File: src/design/gbm_stage.sv
// ----------------------------------------------------------------------------
// gbm_stage - one pipeline register slot with valid
// Holds a payload and its valid bit; loads when the pipeline advances.
// ----------------------------------------------------------------------------
module gbm_stage #(
  parameter int Width = 8
) (
  input  logic             clk,
  input  logic             rst,
  input  logic             advance,
  input  logic             valid_in,
  input  logic [Width-1:0] data_in,
  output logic             valid_out,
  output logic [Width-1:0] data_out
);

  always_ff @(posedge clk) begin
    if (rst) begin
      valid_out <= 1'b0;
    end else if (advance) begin
      valid_out <= valid_in;
    end
    if (advance) begin
      data_out <= data_in;
    end
  end

endmodule

File: config.mk
export PLATFORM = sky130hd
export DESIGN_NAME = gbm_stage
export DESIGN_NICKNAME = d
export VERILOG_FILES = /design/src/design/gbm_stage.sv
export SDC_FILE = /design/constraint.sdc
export NUM_CORES = 1
export LEC_CHECK = 0
export ABC_AREA = 1
export BUFFER_PORTS_ARGS = -buffer_cell sky130_fd_sc_hd__buf_2
export CORE_AREA = 3 3 40 42
export DETAILED_ROUTE_END_ITERATION = 7
export DIE_AREA = 0 0 43 45
export PLACE_DENSITY = 0.52
export SKIP_LAST_GASP = 1
export SLEW_MARGIN = 0
export SYNTH_ARGS = -nofsm -noshare
export SYNTH_HDL_FRONTEND = slang
export SYNTH_SLANG_ARGS = --single-unit
File: constraint.sdc
create_clock -name clk -period 0.99 [get_ports clk]
set_input_delay 0 -clock clk [delete_from_list [all_inputs] [get_ports clk]]
set_output_delay 0 -clock clk [all_outputs]
set_load 0.005 [all_outputs]
==> load_flow_metrics.sql <==
INSERT INTO impl_metrics (metric_group, metric, value, unit) VALUES
('critical_path', 'critical-path-max-stage-delay', '0.37', 'ns'),
('die', 'start_util', '22.2', '%'),
('critical_path', 'crit_path_top_delay_cell', 'sky130_fd_sc_hd__edfxtp_1', ''),
('sta', 'min_period', '0.748', 'ns'),
('cts', 'max-clock-path-buffers', '2', ''),
('logic_synthesis', 'mappedNetlistNets', '27', ''),
('logic_synthesis', 'syn_avg_cell_area', '19.0', 'um^2'),
('cts', 'hold_buffers', '9', ''),
('sta', 'setup_violations', '0', ''),
('placement', 'place.gp.congestion', '0.632', ''),
('logic_synthesis', 'syn-cell-area', '285', 'um^2'),
('route', 'drt_first_pass_iters', '1', ''),
('placement', 'hpwl', '484', 'um'),
('route', 'route.final.wire_length', '648', 'um'),
('critical_path', 'cell_chain_critical_path', 'buf_2', ''),
('run', 'drv.max_cap_violation_count', '0', ''),
('logic_synthesis', 'yosys_warnings', '0', ''),
('global_routing', 'grt_pass1_vias', '266', ''),
('critical_path', 'crit_family', 'flip-flops', ''),
('critical_path', 'crit_path_start_kind', 'flip-flop', ''),
('route', 'first_iter_violations', '0', ''),
('final_layout', 'n_antenna_cell', '0', ''),
('critical_path', 'critPathBufInv', '1', ''),
('die', 'die_w', '43', 'um'),
('route', 'detail_route.drc_violations', '0', ''),
('sta', 'clock-skew-final', '0', 'ns'),
('route', 'postRouteAntennaNets', '0', ''),
('cts', 'clkSinkCount', '9', ''),
('sta', 'slew_violations', '0', ''),
('critical_path', 'critical_path_arrival', '0.75', 'ns'),
('cts', 'cts_h_tree_depth', '1', ''),
('final_layout', 'final_layout_net_count', '61', ''),
('critical_path', 'required', '0.99', 'ns'),
('sta', 'grt_setup_unrepaired', 'no', ''),
('final_layout', 'layout-drive-gt1-share', '50.0', '%'),
('die', 'core-area', '1280', 'um^2'),
('placement', 'place.port_buffers', '20', ''),
('cts', 'clkSlewWorstSetupHoldPaths', '0.06', 'ns'),
('logic_synthesis', 'yosys_register_bits', '9', ''),
('route', 'via_per_inst', '3.79', ''),
('route', 'vias', '239', ''),
('cts', 'ctsResizeCount', '0', ''),
('route', 'post_drt_wl_per_cell', '10.3', 'um'),
('sta', 'final_min_period_over_clock_period', '75.6', '%'),
('global_routing', 'gr-usage-all-layers', '7.86', '%'),
('logic_synthesis', 'post_synth_num_cell_types', '6', ''),
('sta', 'max_slew_margin', '86.3', '%'),
('logic_synthesis', 'synth_seq_area_share', '91.2', '%'),
('pwr', 'leakage', '0.239', 'nW'),
('die', 'chipHeight', '45', 'um'),
('global_routing', 'antenna_violations_before_repair', '0', ''),
('placement', 'pre_cts_slack', '0.403', 'ns'),
('sta', 'tightestPinTransition', '0.206', 'ns'),
('critical_path', 'setup.reg_to_reg.worst_slack', '0.40', 'ns'),
('die', 'die_area', '1940', 'um^2'),
('final_layout', 'area_growth', '82.5', '%'),
('pwr', 'power_density', '1570', 'nW/um^2'),
('cts', 'cts_made_buffers', '3', ''),
('logic_synthesis', 'postSynthCellCount', '15', ''),
('cts', 'postCtsSetupBuffers', '0', ''),
('die', 'rows', '13', ''),
('critical_path', 'worst_setup_path_end_kind', 'output port', ''),
('sta', 'timing.setup.tns', '0', 'ns'),
('status', 'status', 'finished, final reports clean', ''),
('cts', 'clock_latency', '0.25', 'ns'),
('final_layout', 'fill_cell_count', '122', ''),
('global_routing', 'globalRoute.totalOverflow', '0', ''),
('global_routing', 'grt_max_degree', '11', ''),
('cts', 'clk_root_buffer_cell', 'sky130_fd_sc_hd__clkbuf_4', ''),
('critical_path', 'criticalPathCategory', 'flip-flop to output port', ''),
('cts', 'cts_tree', 'yes', ''),
('hold_path', 'hold_path.class', 'input port to flip-flop', ''),
('sta', 'achievable-frequency', '1340', 'MHz'),
('die', 'boundaryPins', '21', ''),
('critical_path', 'path_max_fanout', '1', ''),
('sta', 'post-route-worst-setup-slack', '0.242', 'ns'),
('sta', 'hold_violations', '0', ''),
('pwr', 'ir_drop', '522', 'uV'),
('global_routing', 'grt_pass1_wl', '986', 'um');
[placed cells by master, fill, tap and decap left out]
master,netlist,layout
sky130_fd_sc_hd__buf_2,0,20
sky130_fd_sc_hd__clkbuf_1,0,1
sky130_fd_sc_hd__clkbuf_4,0,3
sky130_fd_sc_hd__dfxtp_1,1,1
sky130_fd_sc_hd__dlygate4sd3_1,0,9
sky130_fd_sc_hd__edfxtp_1,8,8
sky130_fd_sc_hd__inv_1,2,2
sky130_fd_sc_hd__nand2_1,2,2
sky130_fd_sc_hd__nor2_1,1,1
sky130_fd_sc_hd__nor2_2,1,1
[final timing paths]
check | from | to | cells after the start
setup / recovery | data_out[4] | data_out[4] | 1
hold / removal | valid_in | valid_out | 5
setup reg to reg | valid_out | valid_out | 2
hold reg to reg | valid_out | valid_out | 2
[state kept, by name, indices dropped and copies added (netlist names)]
signal	cells
valid_out	1
data_out	8
[layer usage]
metal / track usage [%] / share of wire, % / vias up
li1: - / - / 117
met1: 7.81 / 42 / 101
met2: 12.0 / 43 / 21
met3: 3.98 / 15 / 0
met4: 7.23 / 0 / 0
met5: 0 / 0 / -
[cell families (layout without fill, tap and decap cells)]
group | after synthesis | count (layout) | synth area share (%)
buffers and inverters | 2 | 35 | 2.63
flip-flops | 9 | 9 | 91.2
AND/OR/NAND/NOR | 4 | 4 | 6.14
[area by class of cell]
class / instances / area [um^2] / share of cell area (%)
clock buffers: 4 / 26.3 / 5.05
well taps: 15 / 18.8 / 3.61
repair buffers: 29 / 190 / 36.5
flip-flops and latches: 9 / 260 / 50.0
multi-input cells: 4 / 17.5 / 3.37
inverters: 2 / 7.51 / 1.44
[cells in the mapped netlist]
| master | number | share of area, % |
|---|---|---|
| sky130_fd_sc_hd__dfxtp_1 | 1 | 7.0 |
| sky130_fd_sc_hd__edfxtp_1 | 8 | 84 |
| sky130_fd_sc_hd__inv_1 | 2 | 2.6 |
| sky130_fd_sc_hd__nand2_1 | 2 | 2.6 |
| sky130_fd_sc_hd__nor2_1 | 1 | 1.3 |
| sky130_fd_sc_hd__nor2_2 | 1 | 2.2 |
[report_power, final]
group          leakage [nW]  switching [W]  internal [W]
registers            0.0866     0.00000701      0.000446
clock network        0.0150       0.000116      0.000155
logic                 0.137      0.0000348     0.0000591
total                 0.239       0.000157      0.000659
[metrics by stage]
step	instance area [um^2]	hold WS [ns]	instances	power, W	util [%]
5_1_grt	520	0.0754	63	0.000869	40.5
4_1_cts	520	0.0522	63	0.000834	40.5
2_1_floorplan	285	0.0989	15	0.000473	-
6_report	520	0.0549	63	0.000817	40.5
3_5_place_dp	404	0.182	50	0.000530	31.5
3_3_place_gp	404	0.181	50	0.000527	31.5
Note: power is estimated with default switching activity, not from simulation.
